--- config.mk ---
export PLATFORM = sky130hd
export DESIGN_NAME = servo_pulse_slew_controller_flat
export DESIGN_NICKNAME = d
export VERILOG_FILES = /design/src/spsc_pkg.sv /design/src/spsc_cmd_if.sv /design/src/spsc_res_if.sv /design/src/servo_pulse_slew_controller.sv /design/src/spsc_divider.sv /design/src/flat_wrapper.sv
export SDC_FILE = /design/constraint.sdc
export NUM_CORES = 2
export LEC_CHECK = 0
export ABC_AREA = 1
export BUFFER_PORTS_ARGS = -buffer_cell sky130_fd_sc_hd__buf_4
export CORE_UTILIZATION = 40
export CTS_BUF_LIST = sky130_fd_sc_hd__clkbuf_4
export DETAILED_ROUTE_END_ITERATION = 12
export HOLD_SLACK_MARGIN = 0.1
export PLACE_DENSITY = 0.58
export SLEW_MARGIN = 20
export SYNTH_ARGS = -nofsm -noshare
export SYNTH_HDL_FRONTEND = slang
export SYNTH_HIERARCHICAL = 1
export SYNTH_SLANG_ARGS = --single-unit
--- constraint.sdc ---
create_clock -name i_clk -period 13.1 [get_ports i_clk]
set_clock_uncertainty 0.2 [all_clocks]
set_input_delay 1.965 -clock i_clk [delete_from_list [all_inputs] [get_ports i_clk]]
set_output_delay 1.965 -clock i_clk [all_outputs]
set_load 0.03 [all_outputs]
--- src/spsc_pkg.sv ---
`timescale 1ns / 1ps
// ----------------------------------------------------------------------------
// spsc_pkg
// Shared types and constants for the servo pulse slew controller.
// ----------------------------------------------------------------------------
package spsc_pkg;

    localparam int MaxChannels = 16;
    localparam int ChBits      = 4;

    localparam logic [1:0] OP_TICK = 2'd0;
    localparam logic [1:0] OP_MOVE = 2'd1;
    localparam logic [1:0] OP_CAL  = 2'd2;
    localparam logic [1:0] OP_RSVD = 2'd3;

    localparam logic       REG_ACTIVE = 1'b0;
    localparam logic       REG_CENTER = 1'b1;

    localparam logic [7:0]  MID_ANGLE    = 8'd90;
    localparam logic [9:0]  CAL_SPEED    = 10'd10;
    localparam logic [15:0] CENTER_RESET = 16'd1500;
    localparam logic [4:0]  ACTIVE_RESET = 5'd1;

    typedef struct packed {
        logic [1:0]  op;
        logic [3:0]  channel;
        logic [7:0]  angle;
        logic [9:0]  speed;
        logic [15:0] pulse_min;
        logic [15:0] pulse_max;
        logic [8:0]  span_degrees;
        logic [7:0]  trim_degrees;
    } t_cmd;

    typedef struct packed {
        logic        kind;
        logic [3:0]  channel_res;
        logic [15:0] pulse;
        logic        driven;
        logic        accepted;
        logic        last;
    } t_res;

endpackage

--- src/spsc_cmd_if.sv ---
`timescale 1ns / 1ps
// ----------------------------------------------------------------------------
// spsc_cmd_if
// Command channel: valid, ready and one command beat.
// ----------------------------------------------------------------------------
interface spsc_cmd_if;
    logic           valid;
    logic           ready;
    spsc_pkg::t_cmd data;
    modport source (output valid, output data, input ready);
    modport sink   (input valid, input data, output ready);
endinterface

--- src/spsc_res_if.sv ---
`timescale 1ns / 1ps
// ----------------------------------------------------------------------------
// spsc_res_if
// Result channel: valid, ready and one result beat.
// ----------------------------------------------------------------------------
interface spsc_res_if;
    logic           valid;
    logic           ready;
    spsc_pkg::t_res data;
    modport source (output valid, output data, input ready);
    modport sink   (input valid, input data, output ready);
endinterface

--- src/servo_pulse_slew_controller.sv ---
`timescale 1ns / 1ps
// ----------------------------------------------------------------------------
// servo_pulse_slew_controller
// Per-channel servo pulse targets with a slew-rate limit per tick.
// ----------------------------------------------------------------------------
// One command is taken at a time, and a new one only once the previous result
// beat has been taken. A move reads the channel table, multiplies by the
// pulses-per-degree factor, then scales and clamps. A calibrate waits on the
// 24-step bit-serial divider that forms the factor. A tick walks the active
// channels one at a time, waiting for each result beat to be taken. Channel
// state lives in registers that reset clears.
module servo_pulse_slew_controller (
    input  logic        i_clk,
    input  logic        i_rst_n,
    input  logic        i_cfg_we,
    input  logic        i_cfg_index,
    input  logic [15:0] i_cfg_data,
    spsc_cmd_if.sink    i_cmd,
    spsc_res_if.source  o_res
);
    typedef enum logic [2:0] {
        S_IDLE, S_READ, S_MUL, S_MOVE, S_DIV, S_TICK, S_OUT
    } t_state;

    t_state r_state;
    logic [4:0]  r_active;
    logic [15:0] r_center;
    logic [15:0] r_pos  [spsc_pkg::MaxChannels];
    logic [15:0] r_tgt  [spsc_pkg::MaxChannels];
    logic [9:0]  r_spd  [spsc_pkg::MaxChannels];
    logic [15:0] r_lo   [spsc_pkg::MaxChannels];
    logic [15:0] r_hi   [spsc_pkg::MaxChannels];
    logic [15:0] r_ppd  [spsc_pkg::MaxChannels];
    logic [7:0]  r_trim [spsc_pkg::MaxChannels];

    spsc_pkg::t_cmd r_cmd;
    spsc_pkg::t_res r_res;
    logic        r_vld;
    logic [3:0]  r_ch;
    logic signed [9:0]  r_deg;
    logic signed [26:0] r_prod;
    logic        r_div_go;
    logic [4:0]  w_live;
    logic        w_ok_ch;
    logic [23:0] w_quot;
    logic        w_div_done;
    logic signed [27:0] w_sum;
    logic [27:0] w_mag;
    logic [19:0] w_m;
    logic [15:0] w_ms, w_tc;
    logic signed [17:0] w_p, w_t, w_np, w_d, w_ad, w_ntp;
    logic [15:0] w_npos, w_ntgt, w_pc;

    assign w_live  = (r_active > 5'd16) ? 5'd16 : r_active;
    assign w_ok_ch = {1'b0, r_cmd.channel} < w_live;
    assign i_cmd.ready = (r_state == S_IDLE) && !r_vld;
    assign o_res.valid = r_vld;
    assign o_res.data  = r_res;

    spsc_divider u_div (
        .i_clk(i_clk), .i_rst_n(i_rst_n), .i_start(r_div_go),
        .i_num(r_cmd.pulse_max - r_cmd.pulse_min), .i_den(r_cmd.span_degrees),
        .o_done(w_div_done), .o_quot(w_quot)
    );

    // Move arithmetic: center*256 + product, magnitude, scale, clamp.
    assign w_sum = $signed({4'd0, r_center, 8'd0}) + 28'(r_prod);
    assign w_mag = w_sum[27] ? 28'(-w_sum) : 28'(w_sum);
    assign w_m   = w_mag[27:8];
    assign w_ms  = (w_m > 20'hFFFF) ? 16'hFFFF : w_m[15:0];
    assign w_tc  = (w_ms < r_lo[r_ch]) ? r_lo[r_ch]
                 : (w_ms > r_hi[r_ch]) ? r_hi[r_ch] : w_ms;

    // Tick step for the current channel.
    always_comb begin
        w_p   = $signed({2'd0, r_pos[r_ch]});
        w_t   = $signed({2'd0, r_tgt[r_ch]});
        w_ntp = w_t;
        if (w_p > w_t)      w_np = w_p - $signed({8'd0, r_spd[r_ch]});
        else if (w_p < w_t) w_np = w_p + $signed({8'd0, r_spd[r_ch]});
        else begin
            w_np  = w_p;
            w_ntp = '0;
        end
        w_d  = w_np - w_ntp;
        w_ad = w_d[17] ? -w_d : w_d;
        if (w_ad < $signed({8'd0, r_spd[r_ch]})) w_np = w_ntp;
        w_npos = w_np[15:0];
        w_ntgt = w_ntp[15:0];
        w_pc   = (w_npos < r_lo[r_ch]) ? r_lo[r_ch]
               : (w_npos > r_hi[r_ch]) ? r_hi[r_ch] : w_npos;
    end

    always_ff @(posedge i_clk) begin
        if (!i_rst_n) begin
            r_state  <= S_IDLE;
            r_vld    <= 1'b0;
            r_div_go <= 1'b0;
            r_active <= spsc_pkg::ACTIVE_RESET;
            r_center <= spsc_pkg::CENTER_RESET;
            for (int i = 0; i < spsc_pkg::MaxChannels; i++) begin
                r_pos[i] <= '0; r_tgt[i] <= '0; r_spd[i] <= '0;
                r_lo[i] <= '0; r_hi[i] <= '0; r_ppd[i] <= '0; r_trim[i] <= '0;
            end
        end else begin
            if (r_div_go) r_div_go <= 1'b0;
            if (r_vld && o_res.ready) r_vld <= 1'b0;
            if (i_cfg_we) begin
                if (i_cfg_index == spsc_pkg::REG_ACTIVE) r_active <= i_cfg_data[4:0];
                else r_center <= i_cfg_data;
            end
            case (r_state)
                S_IDLE: begin
                    if (i_cmd.valid && !r_vld) begin
                        r_cmd   <= i_cmd.data;
                        r_ch    <= i_cmd.data.channel;
                        r_state <= S_READ;
                    end
                end
                S_READ: begin
                    r_res <= '{kind: 1'b0, channel_res: r_cmd.channel, pulse: 16'd0,
                               driven: 1'b0, accepted: 1'b0, last: 1'b1};
                    r_deg <= $signed({2'd0, r_cmd.angle}) - $signed({2'd0, spsc_pkg::MID_ANGLE})
                           + $signed({2'd0, r_trim[r_ch]});
                    case (r_cmd.op)
                        spsc_pkg::OP_TICK: begin
                            r_ch <= '0;
                            if (w_live == 5'd0) r_state <= S_IDLE;
                            else r_state <= S_TICK;
                        end
                        spsc_pkg::OP_MOVE: begin
                            if (w_ok_ch && r_cmd.angle <= 8'd180) r_state <= S_MUL;
                            else r_state <= S_OUT;
                        end
                        spsc_pkg::OP_CAL: begin
                            if (w_ok_ch && r_cmd.span_degrees != 9'd0
                                && r_cmd.pulse_min <= r_cmd.pulse_max) begin
                                r_div_go <= 1'b1;
                                r_state  <= S_DIV;
                            end else r_state <= S_OUT;
                        end
                        default: r_state <= S_OUT;
                    endcase
                end
                S_MUL: begin
                    r_prod  <= 27'(r_deg * $signed({1'b0, r_ppd[r_ch]}));
                    r_state <= S_MOVE;
                end
                S_MOVE: begin
                    r_tgt[r_ch] <= w_tc;
                    r_spd[r_ch] <= r_cmd.speed;
                    r_res.accepted <= 1'b1;
                    r_state <= S_OUT;
                end
                S_DIV: begin
                    if (w_div_done) begin
                        r_ppd[r_ch]  <= (w_quot > 24'hFFFF) ? 16'hFFFF : w_quot[15:0];
                        r_lo[r_ch]   <= r_cmd.pulse_min;
                        r_hi[r_ch]   <= r_cmd.pulse_max;
                        r_trim[r_ch] <= r_cmd.trim_degrees;
                        r_spd[r_ch]  <= spsc_pkg::CAL_SPEED;
                        r_pos[r_ch]  <= r_center;
                        r_tgt[r_ch]  <= r_center;
                        r_res.accepted <= 1'b1;
                        r_state <= S_OUT;
                    end
                end
                S_TICK: begin
                    // One channel per pass; wait until the previous beat has gone.
                    if (!r_vld) begin
                        r_res.kind <= 1'b1;
                        r_res.channel_res <= r_ch;
                        r_res.accepted <= 1'b0;
                        r_res.last <= ({1'b0, r_ch} + 5'd1 == w_live);
                        if (r_pos[r_ch] == 16'd0 || r_tgt[r_ch] == 16'd0) begin
                            r_res.pulse  <= 16'd0;
                            r_res.driven <= 1'b0;
                        end else begin
                            r_pos[r_ch]  <= w_npos;
                            r_tgt[r_ch]  <= w_ntgt;
                            r_res.pulse  <= w_pc;
                            r_res.driven <= 1'b1;
                        end
                        r_vld <= 1'b1;
                        if ({1'b0, r_ch} + 5'd1 == w_live) r_state <= S_OUT;
                        else r_ch <= r_ch + 4'd1;
                    end
                end
                S_OUT: begin
                    if (r_cmd.op != spsc_pkg::OP_TICK) r_vld <= 1'b1;
                    r_state <= S_IDLE;
                end
                default: r_state <= S_IDLE;
            endcase
        end
    end

`ifndef SYNTHESIS
    a_ready_idle: assert property (@(posedge i_clk) disable iff (!i_rst_n)
        (r_state == S_TICK && r_vld && !o_res.ready) |=> $stable(r_ch))
        else $error("tick advanced over a stalled beat");
    a_div_only_cal: assert property (@(posedge i_clk) disable iff (!i_rst_n)
        r_div_go |-> r_cmd.op == spsc_pkg::OP_CAL) else $error("divider started off calibrate");
    a_tick_no_accept: assert property (@(posedge i_clk) disable iff (!i_rst_n)
        (r_vld && r_res.kind) |-> !r_res.accepted) else $error("tick beat marked accepted");
`endif
endmodule

--- src/spsc_divider.sv ---
`timescale 1ns / 1ps
// ----------------------------------------------------------------------------
// spsc_divider
// Restoring divider, one quotient bit per cycle: (num << 8) / den.
// ----------------------------------------------------------------------------
module spsc_divider (
    input  logic        i_clk,
    input  logic        i_rst_n,
    input  logic        i_start,
    input  logic [15:0] i_num,
    input  logic [8:0]  i_den,
    output logic        o_done,
    output logic [23:0] o_quot
);
    logic [23:0] r_quot;
    logic [9:0]  r_rem;
    logic [8:0]  r_den;
    logic [4:0]  r_cnt;
    logic        r_busy;
    logic        r_done;
    logic [9:0]  w_sh;
    logic [10:0] w_diff;

    assign w_sh   = {r_rem[8:0], r_quot[23]};
    assign w_diff = {1'b0, w_sh} - {2'b0, r_den};

    always_ff @(posedge i_clk) begin
        if (!i_rst_n) begin
            r_busy <= 1'b0;
            r_done <= 1'b0;
            r_cnt  <= '0;
        end else begin
            r_done <= r_busy && !i_start && (r_cnt == 5'd1);
            if (i_start) begin
                r_busy <= 1'b1;
                r_cnt  <= 5'd24;
                r_quot <= {i_num, 8'd0};
                r_rem  <= '0;
                r_den  <= i_den;
            end else if (r_busy) begin
                if (!w_diff[10]) begin
                    r_rem  <= w_diff[9:0];
                    r_quot <= {r_quot[22:0], 1'b1};
                end else begin
                    r_rem  <= w_sh;
                    r_quot <= {r_quot[22:0], 1'b0};
                end
                r_cnt <= r_cnt - 5'd1;
                if (r_cnt == 5'd1) r_busy <= 1'b0;
            end
        end
    end

    assign o_done = r_done;
    assign o_quot = r_quot;

`ifndef SYNTHESIS
    a_done_after_busy: assert property (@(posedge i_clk) disable iff (!i_rst_n)
        r_done |-> $past(r_busy)) else $error("divider done without work");
    a_cnt_zero_idle: assert property (@(posedge i_clk) disable iff (!i_rst_n)
        (r_busy && !i_start) |-> r_cnt != 5'd0) else $error("divider count underflow");
    a_done_pulse: assert property (@(posedge i_clk) disable iff (!i_rst_n)
        r_done |=> !r_done) else $error("divider done held");
`endif
endmodule

--- src/flat_wrapper.sv ---
// flat-port wrapper written by rule: the top's interface ports become plain ports
module servo_pulse_slew_controller_flat 
  (i_clk, i_rst_n, i_cfg_we, i_cfg_index, i_cfg_data, i_cmd_valid, i_cmd_data, i_cmd_ready, o_res_valid, o_res_data, o_res_ready);
  spsc_cmd_if i_cmd_i ();
  spsc_res_if o_res_i ();
  input  logic i_clk;
  input  logic i_rst_n;
  input  logic i_cfg_we;
  input  logic i_cfg_index;
  input  logic [15:0] i_cfg_data;
  input wire logic [$bits(i_cmd_i.valid)-1:0] i_cmd_valid;
  input wire logic [$bits(i_cmd_i.data)-1:0] i_cmd_data;
  output wire logic [$bits(i_cmd_i.ready)-1:0] i_cmd_ready;
  output wire logic [$bits(o_res_i.valid)-1:0] o_res_valid;
  output wire logic [$bits(o_res_i.data)-1:0] o_res_data;
  input wire logic [$bits(o_res_i.ready)-1:0] o_res_ready;
  assign i_cmd_i.valid = i_cmd_valid;
  assign i_cmd_i.data = i_cmd_data;
  assign i_cmd_ready = i_cmd_i.ready;
  assign o_res_valid = o_res_i.valid;
  assign o_res_data = o_res_i.data;
  assign o_res_i.ready = o_res_ready;
  servo_pulse_slew_controller u_core (.i_clk(i_clk), .i_rst_n(i_rst_n), .i_cfg_we(i_cfg_we), .i_cfg_index(i_cfg_index), .i_cfg_data(i_cfg_data), .i_cmd(i_cmd_i), .o_res(o_res_i));
endmodule
==> results.md <==
- Status: finished clean
- Number of synthesized flops with an enable pin: 1748
- RePlAce Congestion: 0.9399
- Starting Density: 0.4023
- First-pass GRT wire length: 462800 um
- Kind of critical path: reg2reg
- Setup TNS: 0 ns
- Syn nets: 9847
- Avg Inst Size Synth: 9.867 um^2
- CP max-delay cell: dfxtp_4
- Crit share post-route: 0.9042
- Family with the most delay on the worst path: simple AND/OR/NAND/NOR gates
- CTS root buf: clkbuf_4
- Worst Path Buf+Inv: 14
- Library cells used by synthesis: 69
- Sequential-to-total area share from yosys stat: 0.5755
- #FFs+latches synth: 1785
- Initial DRC Count: 7822
- CP required: 14.05 ns
- Post-Synthesis Cells: 9375
- Gr usage total: 0.2689
- Hold buffers post-CTS: 0
- Post-synth top area cell: edfxtp_1
- Area delta synth->final: 10.49%
- Setup Viol. Count Final: 0
- Ys flop type: edfxtp_1
- Worst Max-Slew Pin Slew: 1.175 ns
- Hold crit path type: reg2reg
- # rows: 176
- Most used cell, CP: nand2_1
- Mapped cell area: 92500 um^2
- Worst-path maximum fanout: 112
- Worst Setup End Kind: flop
- Worst skew pair latency: 1.50 ns
- Nets: 9995
- Die Width: 482.9 um
- Ys async rst share: 0
- DRT Pass-1 Iters: 8
- Crit path launch type: flop
- H-tree levels: 5
- I/O pins: 121
- TritonCTS clock tree: yes
- CTS-repair resized insts: 0
- Drt total wl: 319300 um
- Minimum clock period: 11.85 ns
- Fraction of layout cells with a size suffix above 1: 0.1354
- Die area: 233200 um^2
- WL/cell: 24.75 um
- Clock transition at path regs: 0.07 ns
- CTS Buf Count: 478
- Area of the core region: 229900 um^2
- Slew Viols, Final: 0
- Most frequent cell after synthesis: nor2_1
- Pin count of the biggest net entering global routing: 209
- Hpwl dp: 195300 um
- Leading cell types by count after synthesis: 2015 x nor2_1, 1748 x edfxtp_1, 1224 x nand2_1, 913 x inv_1, 851 x o21ai_0
- Final hold viol count: 0
- Post-route ant nets: 0
- Initial antenna violation count: 12
- Fmax achieved: 84.42 MHz
- Synth top area share: 0.5675
- RSZ-0062 raised after global routing: false
- GR Overflow Total: 0
- Delay of the slowest critical-path stage: 0.84 ns
- IO Port Bufs: 120
- Die outline height: 482.9 um
- Post-CTS Setup Bufs: 0
- Final setup margin: 1.255 ns
- Slew Limit Headroom: 0.2168
- Max-cap check violation count: 0
- Vias in the first global route: 70330
- Setup WS pre-CTS: 1.613 ns
- DR DRC count: 0
- Via count: 72850
- CTS Buffer Depth: 4
- YS warnings: 6
- Largest cells by area after synthesis: edfxtp_1 57%, nor2_1 8.2%, nand2_1 5.0%
- Drt via density: 5.646
- Worst Path Arrival: 12.79 ns
- CTS Sinks: 1785
==> per-stage QoR <==
stage | std cells | hold slack (ns) | area, um^2 | util
2_1_floorplan | 9375 | 0.2268 | 92500 | -
3_3_place_gp | 12070 | 0.2629 | 96110 | 0.4180
3_5_place_dp | 12070 | 0.2666 | 96120 | 0.4181
4_1_cts | 12890 | 0.2789 | 102100 | 0.4441
5_1_grt | 12900 | 0.2994 | 102200 | 0.4445
6_report | 12900 | 0.2804 | 102200 | 0.4445
==> flip-flops by register name (all words and copies together), names as in the netlist, named ones only <==
signal / count
u_core/r_center: 16
u_core/u_div/r_rem: 9
u_core/r_deg: 10
u_core/o_res.data: 24
u_core/r_ppd: 256
u_core/r_trim: 128
u_core/r_spd: 160
u_core/u_div/r_busy: 1
u_core/r_ch: 4
u_core/r_div_go: 1
u_core/r_state: 3
u_core/r_hi: 256
u_core/u_div/o_done: 1
u_core/o_res.valid: 1
u_core/r_tgt: 256
u_core/r_prod: 27
u_core/u_div/r_den: 9
u_core/u_div/o_quot: 24
u_core/r_cmd: 73
u_core/r_pos: 256
u_core/r_active: 5
u_core/r_lo: 256
u_core/u_div/r_cnt: 5
==> final cells by class <==
cell class | instances | area, um^2
Fill cell | 22190 | 127700
Sequential cell | 1785 | 53250
Multi-Input combinational cell | 6024 | 33290
Clock buffer | 728 | 5465
Tap cell | 3026 | 3786
Inverter | 947 | 3593
Timing Repair Buffer | 287 | 2262
Clock inverter | 92 | 525.5
Antenna cell | 14 | 35.03
==> worst paths after layout <==
check | start | to | slack (ns) | depth (start not counted)
worst max-delay path | flop | u_core/o_res.data[11]$_SDFFCE_PN0P_ | 1.25 | 63
worst max register to register | flop | u_core/o_res.data[11]$_SDFFCE_PN0P_ | 1.25 | 63
worst min-delay path | u_core/r_cmd[9]$_DFFE_PP_ | u_core/u_div/r_den[1]$_DFFE_PP_ | 0.28 | 0
worst min register to register | u_core/r_cmd[9]$_DFFE_PP_ | u_core/u_div/r_den[1]$_DFFE_PP_ | 0.28 | 0
==> per-layer routing <==
metal	vias up	part of all wire	track usage
met4	0	0.041	0.1142
met5	-	0	0
li1	32640	-	-
met1	35900	0.39	0.3411
met2	3640	0.48	0.4484
met3	672	0.089	0.05078
==> layout by cell type, fill, tap and decap left out, types with 9 or more instances in the layout <==
master,n
a21o_1,11
a21oi_1,338
a21oi_2,105
a31oi_1,12
buf_4,279
clkbuf_4,728
clkinv_1,92
clkinv_2,13
dfxtp_1,33
diode_2,14
edfxtp_1,1748
fa_1,118
ha_1,259
inv_1,895
inv_2,25
mux2i_4,14
nand2_1,1208
nand2_2,35
nand2_4,19
nand3_1,241
nand3_2,11
nand3_4,11
nand4_1,30
nor2_1,1997
nor2_2,26
nor3_1,12
nor4_1,14
o211ai_1,103
o21ai_0,851
o21ai_1,14
o21ai_2,15
o221ai_1,282
o22ai_1,97
o31ai_1,9
xnor2_1,33
xor2_1,80
==> logic make-up after synthesis <==
logic type,count (synthesis),synth area share
xor gates and xnor gates,114,0.01088
muxes,15,0.003422
DFF,1785,0.5755
adders and majority gates,377,0.06057
buffers and inverters,1566,0.06761
and+or+nand+nor,3624,0.1565
AOI/OAI and AO/OA,1894,0.1256
Power is not shown: default switching activity piles up to over one toggle a cycle in this logic, so the estimate is an artifact.
